--- config.mk ---
export PLATFORM = sky130hd
export DESIGN_NAME = tail_framed_command_receiver
export DESIGN_NICKNAME = d
export VERILOG_FILES = /design/src/sv/tfcr_pkg.sv /design/src/sv/tfcr_rx_state.sv /design/src/sv/tfcr_decode.sv /design/src/sv/tail_framed_command_receiver.sv
export SDC_FILE = /design/constraint.sdc
export NUM_CORES = 1
export LEC_CHECK = 0
export ABC_AREA = 1
export ABC_CLOCK_PERIOD_IN_PS = 6930
export BUFFER_PORTS_ARGS = -buffer_cell sky130_fd_sc_hd__buf_2
export CORE_UTILIZATION = 50
export DETAILED_ROUTE_END_ITERATION = 7
export PLACE_DENSITY = 0.66
export SLEW_MARGIN = 20
export SYNTH_ARGS = -nofsm -noshare
export SYNTH_HDL_FRONTEND = slang
export SYNTH_SLANG_ARGS = --single-unit
--- constraint.sdc ---
create_clock -name i_clk -period 6.93 [get_ports i_clk]
set_input_delay 0.693 -clock i_clk [delete_from_list [all_inputs] [get_ports i_clk]]
set_output_delay 0.693 -clock i_clk [all_outputs]
set_load 0.02 [all_outputs]
--- src/sv/tfcr_pkg.sv ---
// ----------------------------------------------------------------------------
// tfcr_pkg
// Shared types and constants for the tail framed command receiver.
// ----------------------------------------------------------------------------
package tfcr_pkg;

    localparam int OVERRUN_LIMIT_DEF = 64;
    localparam int FRAME_KEEP        = 11;
    localparam int IDX_W             = $clog2(FRAME_KEEP);
    localparam int CFG_DATA_W        = 16;
    localparam int CFG_IDX_W         = 3;
    localparam int S_TDATA_W         = 8;
    localparam int M_TDATA_W         = 72;

    localparam logic [7:0] TAIL_FIRST  = 8'hED;
    localparam logic [7:0] TAIL_SECOND = 8'hDE;
    localparam logic [7:0] HEAD_FIRST  = 8'hFE;
    localparam logic [7:0] HEAD_SECOND = 8'hEF;
    localparam logic [7:0] CLASS_MASK  = 8'hF0;
    localparam logic [7:0] SLOT_MASK   = 8'h0F;

    localparam logic [3:0] SLIDER_SLOTS = 4'd7;
    localparam logic [3:0] BUTTON_SLOTS = 4'd8;
    localparam logic [3:0] KEY_SLOTS    = 4'd4;
    localparam logic [3:0] STICK_SLOTS  = 4'd2;

    localparam logic [15:0] TIMEOUT_RESET = 16'd100;

    typedef enum logic {
        KIND_BYTE = 1'b0,
        KIND_TICK = 1'b1
    } t_kind;

    typedef enum logic [1:0] {
        CLS_SLIDER = 2'd0,
        CLS_BUTTON = 2'd1,
        CLS_KEY    = 2'd2,
        CLS_STICK  = 2'd3
    } t_cmd_class;

    typedef enum logic [CFG_IDX_W-1:0] {
        REG_SLIDER_EN = 3'd0,
        REG_BUTTON_EN = 3'd1,
        REG_KEY_EN    = 3'd2,
        REG_STICK_EN  = 3'd3,
        REG_TIMEOUT   = 3'd4
    } t_cfg_index;

    typedef logic [FRAME_KEEP-1:0][7:0] t_frame;

    typedef struct packed {
        logic [6:0] slider;
        logic [7:0] button;
        logic [3:0] key;
        logic [1:0] stick;
    } t_enables;

    // buffer as seen right after the current byte, and whether it closed a frame
    typedef struct packed {
        t_frame frame;
        logic   frame_end;
    } t_frame_view;

    typedef struct packed {
        t_cmd_class  cmd_class;
        logic [3:0]  cmd_slot;
        logic [31:0] value_x;
        logic [31:0] value_y;
    } t_result;

endpackage

--- src/sv/tfcr_rx_state.sv ---
// ----------------------------------------------------------------------------
// tfcr_rx_state
// Receive buffer, byte count, tail detection and idle timeout.
// ----------------------------------------------------------------------------
module tfcr_rx_state #(
    parameter int OVERRUN_LIMIT = tfcr_pkg::OVERRUN_LIMIT_DEF
) (
    input  logic                  i_clk,
    input  logic                  i_rst_n,
    input  logic                  i_step,
    input  tfcr_pkg::t_kind       i_kind,
    input  logic [7:0]            i_byte,
    input  logic [15:0]           i_reload,
    output tfcr_pkg::t_frame_view o_view
);

    localparam int CNT_W = $clog2(OVERRUN_LIMIT + 2);

    tfcr_pkg::t_frame r_frame, n_frame, w_frame;
    logic [CNT_W-1:0] r_count, n_count, w_count_inc;
    logic [7:0]       r_prev, n_prev;
    logic [15:0]      r_idle, n_idle;
    logic             w_end;

    always_comb begin
        w_frame     = r_frame;
        w_count_inc = r_count + 1'b1;
        if (r_count < CNT_W'(tfcr_pkg::FRAME_KEEP)) begin
            w_frame[r_count[tfcr_pkg::IDX_W-1:0]] = i_byte;
        end
        w_end = (r_prev == tfcr_pkg::TAIL_FIRST) && (i_byte == tfcr_pkg::TAIL_SECOND);
    end

    assign o_view.frame     = w_frame;
    assign o_view.frame_end = w_end && (i_kind == tfcr_pkg::KIND_BYTE);

    always_comb begin
        n_frame = r_frame;
        n_count = r_count;
        n_prev  = r_prev;
        n_idle  = r_idle;
        if (i_step) begin
            unique case (i_kind)
                tfcr_pkg::KIND_TICK: begin
                    if (r_idle == '0) begin
                        n_frame = '0;
                        n_count = '0;
                        n_prev  = '0;
                    end else begin
                        n_idle = r_idle - 1'b1;
                    end
                end
                tfcr_pkg::KIND_BYTE: begin
                    n_frame = w_frame;
                    n_idle  = i_reload;
                    n_prev  = i_byte;
                    if (w_end) begin
                        n_count = '0;
                    end else if (w_count_inc > CNT_W'(OVERRUN_LIMIT)) begin
                        // overrun wipes the buffer
                        n_frame = '0;
                        n_count = '0;
                        n_prev  = '0;
                    end else begin
                        n_count = w_count_inc;
                    end
                end
                default: begin
                    n_idle = r_idle;
                end
            endcase
        end
    end

    always_ff @(posedge i_clk) begin
        if (!i_rst_n) begin
            r_frame <= '0;
            r_count <= '0;
            r_prev  <= '0;
            r_idle  <= '0;
        end else begin
            r_frame <= n_frame;
            r_count <= n_count;
            r_prev  <= n_prev;
            r_idle  <= n_idle;
        end
    end

endmodule

--- src/sv/tfcr_decode.sv ---
// ----------------------------------------------------------------------------
// tfcr_decode
// Header check, class and slot split, enable lookup and payload words.
// ----------------------------------------------------------------------------
module tfcr_decode (
    input  tfcr_pkg::t_frame_view i_view,
    input  tfcr_pkg::t_enables    i_enables,
    output logic                  o_hit,
    output tfcr_pkg::t_result     o_result
);

    tfcr_pkg::t_frame f;
    logic [3:0]       w_cls;
    logic [3:0]       w_slot;
    logic [3:0]       w_slot_m1;
    logic [3:0]       w_slots;
    logic [7:0]       w_mask;
    logic             w_cls_ok;
    logic             w_header;

    assign f = i_view.frame;

    always_comb begin
        w_cls     = 4'((f[2] & tfcr_pkg::CLASS_MASK) >> 4);
        w_slot    = 4'(f[2] & tfcr_pkg::SLOT_MASK);
        w_slot_m1 = w_slot - 1'b1;
        w_header  = (f[0] == tfcr_pkg::HEAD_FIRST) && (f[1] == tfcr_pkg::HEAD_SECOND);
        w_cls_ok  = 1'b1;
        unique case (w_cls)
            4'(tfcr_pkg::CLS_SLIDER): begin
                w_mask  = {1'b0, i_enables.slider};
                w_slots = tfcr_pkg::SLIDER_SLOTS;
            end
            4'(tfcr_pkg::CLS_BUTTON): begin
                w_mask  = i_enables.button;
                w_slots = tfcr_pkg::BUTTON_SLOTS;
            end
            4'(tfcr_pkg::CLS_KEY): begin
                w_mask  = {4'b0, i_enables.key};
                w_slots = tfcr_pkg::KEY_SLOTS;
            end
            4'(tfcr_pkg::CLS_STICK): begin
                w_mask  = {6'b0, i_enables.stick};
                w_slots = tfcr_pkg::STICK_SLOTS;
            end
            default: begin
                w_mask   = '0;
                w_slots  = '0;
                w_cls_ok = 1'b0;
            end
        endcase
        o_hit = i_view.frame_end && w_header && w_cls_ok
             && (w_slot != '0) && (w_slot <= w_slots) && w_mask[w_slot_m1[2:0]];

        o_result.cmd_class = tfcr_pkg::t_cmd_class'(w_cls[1:0]);
        o_result.cmd_slot  = w_slot;
        o_result.value_x   = {f[6], f[5], f[4], f[3]};
        o_result.value_y   = (w_cls[1:0] == tfcr_pkg::CLS_STICK) ? {f[10], f[9], f[8], f[7]}
                                                                 : 32'd0;
    end

endmodule

--- src/sv/tail_framed_command_receiver.sv ---
// ----------------------------------------------------------------------------
// tail_framed_command_receiver
// Serial command frame receiver: header FE EF, tail ED DE, idle timeout.
// ----------------------------------------------------------------------------
// Takes one item per clock, either a received byte (tuser 0) or a timeout
// tick (tuser 1), and keeps that rate as long as the result side takes its
// items. An item goes into an input register; when the work stage moves,
// it updates the frame buffer, count and idle counter, decodes a completed
// frame and puts the result into the output register, from which a command
// is offered on the result side. Frames are dropped without a result when
// the header is missing or the class, slot or slot enable does not match.
// Configuration writes are taken at any time but belong to idle periods.
module tail_framed_command_receiver #(
    parameter int OVERRUN_LIMIT = tfcr_pkg::OVERRUN_LIMIT_DEF
) (
    input  logic                             i_clk,
    input  logic                             i_rst_n,
    input  logic                             i_s_tvalid,
    output logic                             o_s_tready,
    input  logic [tfcr_pkg::S_TDATA_W-1:0]   i_s_tdata,  // [7:0] rx_byte
    input  logic                             i_s_tuser,  // [0] kind
    output logic                             o_m_tvalid,
    input  logic                             i_m_tready,
    // [3:0] cmd_slot, [35:4] value_x, [67:36] value_y, [71:68] zero
    output logic [tfcr_pkg::M_TDATA_W-1:0]   o_m_tdata,
    output logic [1:0]                       o_m_tuser,  // [1:0] cmd_class
    input  logic                             i_cfg_we,
    input  logic [tfcr_pkg::CFG_IDX_W-1:0]   i_cfg_index,
    input  logic [tfcr_pkg::CFG_DATA_W-1:0]  i_cfg_data
);

    tfcr_pkg::t_enables    r_en;
    logic [15:0]           r_reload;
    logic                  r_in_valid;
    tfcr_pkg::t_kind       r_in_kind;
    logic [7:0]            r_in_byte;
    logic                  r_out_valid;
    tfcr_pkg::t_result     r_out;
    logic                  w_adv;
    logic                  w_step;
    logic                  w_hit;
    tfcr_pkg::t_frame_view w_view;
    tfcr_pkg::t_result     w_result;

    // config registers
    always_ff @(posedge i_clk) begin
        if (!i_rst_n) begin
            r_en.slider <= 7'h7F;
            r_en.button <= 8'hFF;
            r_en.key    <= 4'hF;
            r_en.stick  <= 2'h3;
            r_reload    <= tfcr_pkg::TIMEOUT_RESET;
        end else if (i_cfg_we) begin
            unique case (i_cfg_index)
                tfcr_pkg::REG_SLIDER_EN: r_en.slider <= i_cfg_data[6:0];
                tfcr_pkg::REG_BUTTON_EN: r_en.button <= i_cfg_data[7:0];
                tfcr_pkg::REG_KEY_EN:    r_en.key    <= i_cfg_data[3:0];
                tfcr_pkg::REG_STICK_EN:  r_en.stick  <= i_cfg_data[1:0];
                tfcr_pkg::REG_TIMEOUT:   r_reload    <= i_cfg_data;
                default: begin
                    r_reload <= r_reload;
                end
            endcase
        end
    end

    // the work stage moves when the result register is free or being drained
    assign w_adv      = !r_out_valid || i_m_tready;
    assign w_step     = r_in_valid && w_adv;
    assign o_s_tready = !r_in_valid || w_adv;

    always_ff @(posedge i_clk) begin
        if (!i_rst_n) begin
            r_in_valid <= 1'b0;
        end else if (o_s_tready) begin
            r_in_valid <= i_s_tvalid;
        end
    end

    always_ff @(posedge i_clk) begin
        if (o_s_tready && i_s_tvalid) begin
            r_in_kind <= tfcr_pkg::t_kind'(i_s_tuser);
            r_in_byte <= i_s_tdata;
        end
    end

    tfcr_rx_state #(
        .OVERRUN_LIMIT (OVERRUN_LIMIT)
    ) u_rx_state (
        .i_clk    (i_clk),
        .i_rst_n  (i_rst_n),
        .i_step   (w_step),
        .i_kind   (r_in_kind),
        .i_byte   (r_in_byte),
        .i_reload (r_reload),
        .o_view   (w_view)
    );

    tfcr_decode u_decode (
        .i_view    (w_view),
        .i_enables (r_en),
        .o_hit     (w_hit),
        .o_result  (w_result)
    );

    always_ff @(posedge i_clk) begin
        if (!i_rst_n) begin
            r_out_valid <= 1'b0;
        end else if (w_adv) begin
            r_out_valid <= w_step && w_hit;
        end
    end

    always_ff @(posedge i_clk) begin
        if (w_step && w_hit) begin
            r_out <= w_result;
        end
    end

    assign o_m_tvalid = r_out_valid;
    assign o_m_tuser  = r_out.cmd_class;
    assign o_m_tdata  = {4'b0, r_out.value_y, r_out.value_x, r_out.cmd_slot};

    // a tick never yields a command
    a_tick_no_result: assert property (@(posedge i_clk) disable iff (!i_rst_n)
        (w_step && (r_in_kind == tfcr_pkg::KIND_TICK)) |=> !r_out_valid)
        else $error("tick produced a command");

    // only the joystick class carries a second word
    a_y_only_stick: assert property (@(posedge i_clk) disable iff (!i_rst_n)
        (r_out_valid && (r_out.cmd_class != tfcr_pkg::CLS_STICK)) |-> (r_out.value_y == '0))
        else $error("value_y set for a non-joystick command");

    // slot zero is never reported
    a_slot_nonzero: assert property (@(posedge i_clk) disable iff (!i_rst_n)
        r_out_valid |-> (r_out.cmd_slot != '0))
        else $error("command with slot zero");

    // a stalled result is not overwritten
    a_result_held: assert property (@(posedge i_clk) disable iff (!i_rst_n)
        (r_out_valid && !i_m_tready) |=> (r_out_valid && $stable(r_out)))
        else $error("pending command lost");

endmodule

# Word level (Yosys, flattened, before mapping)
# Index checks and enable logic that the tools add are counted.
# W data, S select, Z words.
[word_totals]
regBits = 237
latchBits = 0
ram_bits = 0
mem_bits_ro = 0
inputBits = 33
out_inout_bits = 76
word_cells = 102
mem_count = 0
[classes]
add_sub_neg = 3
mul = 0
div = 0
order_cmp = 6
eq_ne = 14
shift = 0
mux = 23
n_bitwise = 1
reduce_logical = 28
[ops]
columns = ["op", "n"]
rows = [
  ["$mux W88", 4],
  ["$pmux W88 S2", 1],
  ["$bwmux W88", 1],
  ["$demux W8 S4", 1],
  ["$eq A8 B8 Y1 const B", 4],
  ["$mux W8", 4],
  ["$pmux W16 S2", 1],
  ["$pmux W8 S4", 1],
  ["$mux W7", 3],
  ["$logic_not A16 Y1", 1],
  ["$mux W16", 1],
  ["$pmux W4 S4", 1],
  ["$pmux W8 S2", 1],
  ["$sub A16 B1 Y16 const B", 1],
  ["$pmux W7 S2", 1],
  ["$reduce_and A2 Y1", 7],
  ["$logic_and A1 B1 Y1", 12],
  ["$eq A4 B2 Y1 const B", 2],
  ["$add A7 B1 Y7 const B", 1],
  ["$gt A7 B7 Y1 const B", 1],
  ["$lt A7 B4 Y1 const B", 1],
  ["$eq A3 B2 Y1 const B", 2],
  ["$lt A4 B5 Y1 const B", 1],
  ["$eq A4 B1 Y1 const B", 1],
  ["18 further kinds", 21],
]

# Logic depth before layout (Yosys ltp)
[depth]
depth_word = 14
depth_mapped = 24
mapped_depth_nobuf = 23

# Modules after synthesis
# From an unflattened synthesis, not the netlist that was laid out.
[hier_totals]
hier_cells = 1875
area_unflattened_um2 = 12749.7
[modules_own_cells]
columns = ["mod", "instances", "cells_each", "area_each_um2", "seq_area_each_um2"]
rows = [
  ["tfcr_rx_state", 1, 1376, 7731.2, 2382.3],
  ["tail_framed_command_receiver", 1, 302, 4017.6, 3153.0],
  ["tfcr_decode", 1, 197, 1001.0, 0.0],
]

# Least setup slack after synthesis
# Ideal clock, no wire load.
[synth_timing]
path_kind = "flip-flop to flip-flop"
start = "register u_rx_state.r_count[0]"
end = "register r_out (netlist bit o_m_tdata[0]) (enable)"
setup_time_ns = 0.521
arrival_time_ns = 5.808
required_time_ns = 6.409
slack_ns = 0.601
stages_incl_launch_ff = 22
path_buffers = 0
synth_period_minus_slack_ns = 6.329
cell_sequence = "dfxtp_1 > inv_1 > ha_1 > nand2_2 > nand2_1 > nand2_1 > nand2_1 > nand2_1 > nor2_4 > inv_1 > nor2_1 > inv_1 > ha_1 > a21oi_1 > o21ai_0 > nand2_1 > nand2_1 > nor2_1 > nand3_1 > nor2_1 > nand2_1 > a21oi_1"
[synth_via]
elab_chain_len = 14
elab_cells_between_ends = 30
classes_between = "add/sub: 1; order compare: 4; eq/ne: 5; mux: 9; reduce/logical: 11"
[synth_lines]
columns = ["item", "line", "source"]
rows = [
  ["start, declared", "tfcr_rx_state.sv:20", "logic [CNT_W-1:0] r_count, n_count, w_count_inc;"],
  ["start signal, assigned", "tfcr_rx_state.sv:83", "r_count <= n_count;"],
  ["$lt A4 B5 Y1 (not written as such) / $ge A4 B1 Y1 (equally long branches)", "tfcr_rx_state.sv:29", "w_frame[r_count[tfcr_pkg::IDX_W-1:0]] = i_byte;"],
  ["$logic_and A1 B1 Y1 (not written as such)", "tfcr_rx_state.sv:29", ""],
  ["$mux W8 (not written as such)", "tfcr_rx_state.sv:29", ""],
  ["$demux W8 S4", "n/a", ""],
  ["$bwmux W88", "tfcr_rx_state.sv:29", ""],
  ["$mux W88 *", "tfcr_rx_state.sv:28", "if (r_count < CNT_W'(tfcr_pkg::FRAME_KEEP)) begin"],
  ["parallel branches: the longest is 6 deep, another holds $le A4 B4 Y1", "n/a", ""],
  ["$logic_and A1 B1 Y1 *", "tfcr_decode.sv:53", "&& (w_slot != '0) && (w_slot <= w_slots) && w_mask[w_slot_m1[2:0]];"],
  ["$logic_and A1 B1 Y1 *", "tail_framed_command_receiver.sv:115", "if (w_step && w_hit) begin"],
  ["end signal, assigned", "tail_framed_command_receiver.sv:116", "r_out <= w_result;"],
  ["end, declared", "tail_framed_command_receiver.sv:38", "tfcr_pkg::t_result r_out;"],
]
# Mark *: on every way between the ends. The select of a mux whose other input is x is not followed.
# A chain may end at the register's enable or synchronous reset.

# Worst setup path after layout
[layout_timing]
start = "register u_rx_state.r_count[2]"
end = "register r_out (netlist bit o_m_tdata[27]) (enable)"
# The elaborated chain is that of the path after synthesis.

==> metrics.md <==
| Metric | Value |
|---|---|
| WP data required | approximately 7.1 ns |
| Area contributors post-synth | dfxtp_1 29%, edfxtp_1 22%, nand2_1 10% |
| Core box area | approximately 21,000 um^2 |
| Share of layout cells above drive strength 1 | between 10% and 20% |
| Vias | approximately 9,000 |
| ANT cells | 0 |
| Clock power share | 42.2% |
| Remaining DRCs | 0 |
| Combinational Power Share | under 10% |
| Routed wl met3 | 1.05 mm |
| Final Hold Viols | 0 |
| IO buf count | around 100 |
| Top sig layer | met5 |
| WS Path Type | reg -> reg |
| Chip Width | between 100 and 150 um |
| Sequential share of power | between 50% and 60% |
| CP Launch Type | register |
| FMAX | ~240 MHz |
| HPWL reported at the end of detailed placement | 16.4 mm |
| Async SR Flop Fraction | 0% |
| Iter 0 DRT Violations | ~550 |
| Cell Rows | between 50 and 60 |
| Synth cell count leaders | 291 x nand2_1, 214 x nor2_1, 158 x dfxtp_1 |
| Fin. max-slew vios | 0 |
| Setup-failing EPs final | 0 |
| Routed Antenna Nets | 0 |
| RSZ-0062 raised after global routing | false |
| Clk_skew | ~0.018 ns |
| Initial antenna violation count | 1 |
| Area grow syn2layout | 12.3% |
| Fin Setup TNS | 0 ns |
| First-pass GRT wire length | 40.5 mm |
| DRT Pass-1 Iters | 4 |
| WL met2 | 12.0 mm |
| Hold Buf Count CTS | 0 |
| Worst-margin pin slew | 0.980 ns |
| Via density per instance | around 5.2 |
| Met1 WL | 11.4 mm |
| Worst skew pair latency | about 0.52 ns |
| Final GP Congestion | 0.843 |
| Slew headroom | between 30% and 40% |
| Sequential area share after synthesis | between 50% and 60% |
| Clock Tree Root | clkbuf_16 |
| Post-route cell area | between 10,000 and 15,000 um^2 |
| WL final | roughly 25 mm |
| Syn. warnings | 0 |
| Sw power | 677 uW |
| WL/cell | approximately 15 um |
| Final global-route overflow total | 0 |
| Global-route usage over all layers | a little under a quarter |
| Die Footprint | around 22,000 um^2 |
| Synth cell types | between 40 and 50 |
| Area after DPL | 11,400 um^2 |
| Number of synthesized flops with an enable pin | just under 80 |
| Post-CTS Setup Bufs | 0 |
| Num CTS Buffers | 25 |
| Post-Syn Area | roughly 11,000 um^2 |
| Peak supply drop | about 0.19 mV |
| Non-Filler Instances | about 1,700 |
| Die H | approximately 150 um |
| TritonCTS Sinks | ~240 |
| Post-CTS sizing | 0 |
| Post-synth top area share | roughly 30% |
| Status | finished, final reports clean |
| CTS tree | done |
| Fin crit share | 61.2% |
| Int Pwr | roughly 2200 uW |
| Io pins | 109 |
| Pwr/cell area | 235 nW/um^2 |
| Clk slew on worst S/H paths | roughly 0.06 ns |
| Post-placement cell count | 1,670 |
| Fin crit period | approximately 4.2 ns |
| Lkg Pwr | between 0.005 and 0.006 uW |
| Register bit total from synthesis | 237 |
| Avg Inst Size Synth | between 7 and 8 um^2 |
| Hold Crit Class | in -> reg |
| Vias in the first global route | 8,195 |
| Synth area leader | dfxtp_1 |
| Most common cell in the synthesized netlist | nand2_1 |
| # nets final | between 1,000 and 1,500 |
| CTS max path bufs | 3 |
| Cells after synthesis | between 1,000 and 1,500 |
| Initial Utilization | about half |
| Worst hold margin | 0.355 ns |
| Largest net degree at the start of global routing | 74 |
| CP arrival | 4.41 ns |
| Crit-path max FO | 28 |
| Max_cap viols | 0 |
| Htree depth | 1 |
| Core Util, Final | a little under three fifths |
| Switching portion of total power | a little under a quarter |
| Critical path endpoint category | register |
| Main flop type after synthesis | dfxtp_1 |
==> final cells by class <==
type | count | area (um^2)
clock inverters | 8 | 41.3
well taps | 275 | 344
fillers | 2000 | 8980
inverters | 128 | 483
flip-flops and latches | 237 | 5540
repair buffers | 113 | 608
multi-input cells | 918 | 4480
clock buffers | 36 | 687
==> final timing paths <==
check | startpoint | endpoint | slack [ns] | depth (start not counted)
min | i_s_tdata[2] | r_in_byte[2]$_DFFE_PP_ | 0.35 | 1
max | u_rx_state.r_count[2]$_SDFFE_PN0P_ | o_m_tdata[27]$_DFFE_PP_ | 2.69 | 21
max reg2reg | u_rx_state.r_count[2]$_SDFFE_PN0P_ | o_m_tdata[27]$_DFFE_PP_ | 2.69 | 21
min reg2reg | r_en[2]$_SDFFE_PN1P_ | r_en[2]$_SDFFE_PN1P_ | 0.46 | 2
==> placed cells by master, fill, tap and decap left out, types with 25 or more instances in the layout <==
cell,instances
nand3_1,84
a22oi_1,34
buf_2,104
a21oi_1,119
inv_1,120
mux2i_1,33
nor2_1,214
nand2_1,291
edfxtp_1,79
clkbuf_16,25
dfxtp_1,158
o21ai_0,60
==> worst max-delay path: stages (launching register included) <==
cell and delay [ns]:
dfxtp_1 0.44, inv_2 0.11, nand2_2 0.08, nand2_2 0.10
nand2_2 0.24, nand2_1 0.13, nand2_1 0.11, nor2_4 0.34
inv_1 0.12, nor2_1 0.22, inv_1 0.07, ha_1 0.31
a21oi_1 0.14, o21ai_0 0.09, nand2_1 0.09, nand2_1 0.06
nor2_1 0.11, nand3_1 0.08, nor2_1 0.10, nand2_1 0.09
a21oi_4 0.39, buf_4 0.45
==> logic make-up (layout without fill, tap and decap cells) <==
| family | after synthesis | in the layout | share of synthesized area (%) |
|---|---|---|---|
| AO/OA/AOI/OAI | 237 | 237 | 12.2 |
| XOR/XNOR | 8 | 8 | 0.646 |
| adder cells (fa/ha/maj) | 10 | 10 | 1.15 |
| buffers and inverters | 205 | 285 | 7.96 |
| flip-flops | 237 | 237 | 51.0 |
| multiplexers | 33 | 33 | 3.05 |
| other | 1 | 4 | 0.0346 |
| AND/OR/NAND/NOR | 626 | 626 | 23.9 |
==> flip-flops by register name, summed over array words and instances (netlist names) <==
register,cells
u_rx_state.r_frame,88
o_m_tdata,68
r_en,21
r_reload,16
u_rx_state.r_idle,16
r_in_byte,8
u_rx_state.r_prev,8
u_rx_state.r_count,7
o_m_tuser,2
o_m_tvalid,1
r_in_kind,1
r_in_valid,1
==> metrics by stage <==
stage,power (uW),worst slack (ns)
finish,2870,2.69
global route,2970,2.22
CTS,2890,2.12
detailed placement,1680,2.14
global placement,1680,2.33
floorplan,1630,0.601
==> layer usage <==
layer  track usage [%]  vias up
met4              6.58        2
met5                 0        -
met3              2.69       47
met1              29.3     4101
met2              39.2      210
li1                  -     4557
==> power groups by stage <==
stage	Sequential (uW)	Combinational, uW	Clock, uW
global route	1470	207	1290
finish	1470	183	1210
detailed placement	1500	183	0
CTS	1470	184	1230
global placement	1500	181	0
floorplan	1490	141	0
No activity file was read; power rests on OpenSTA's default activity.
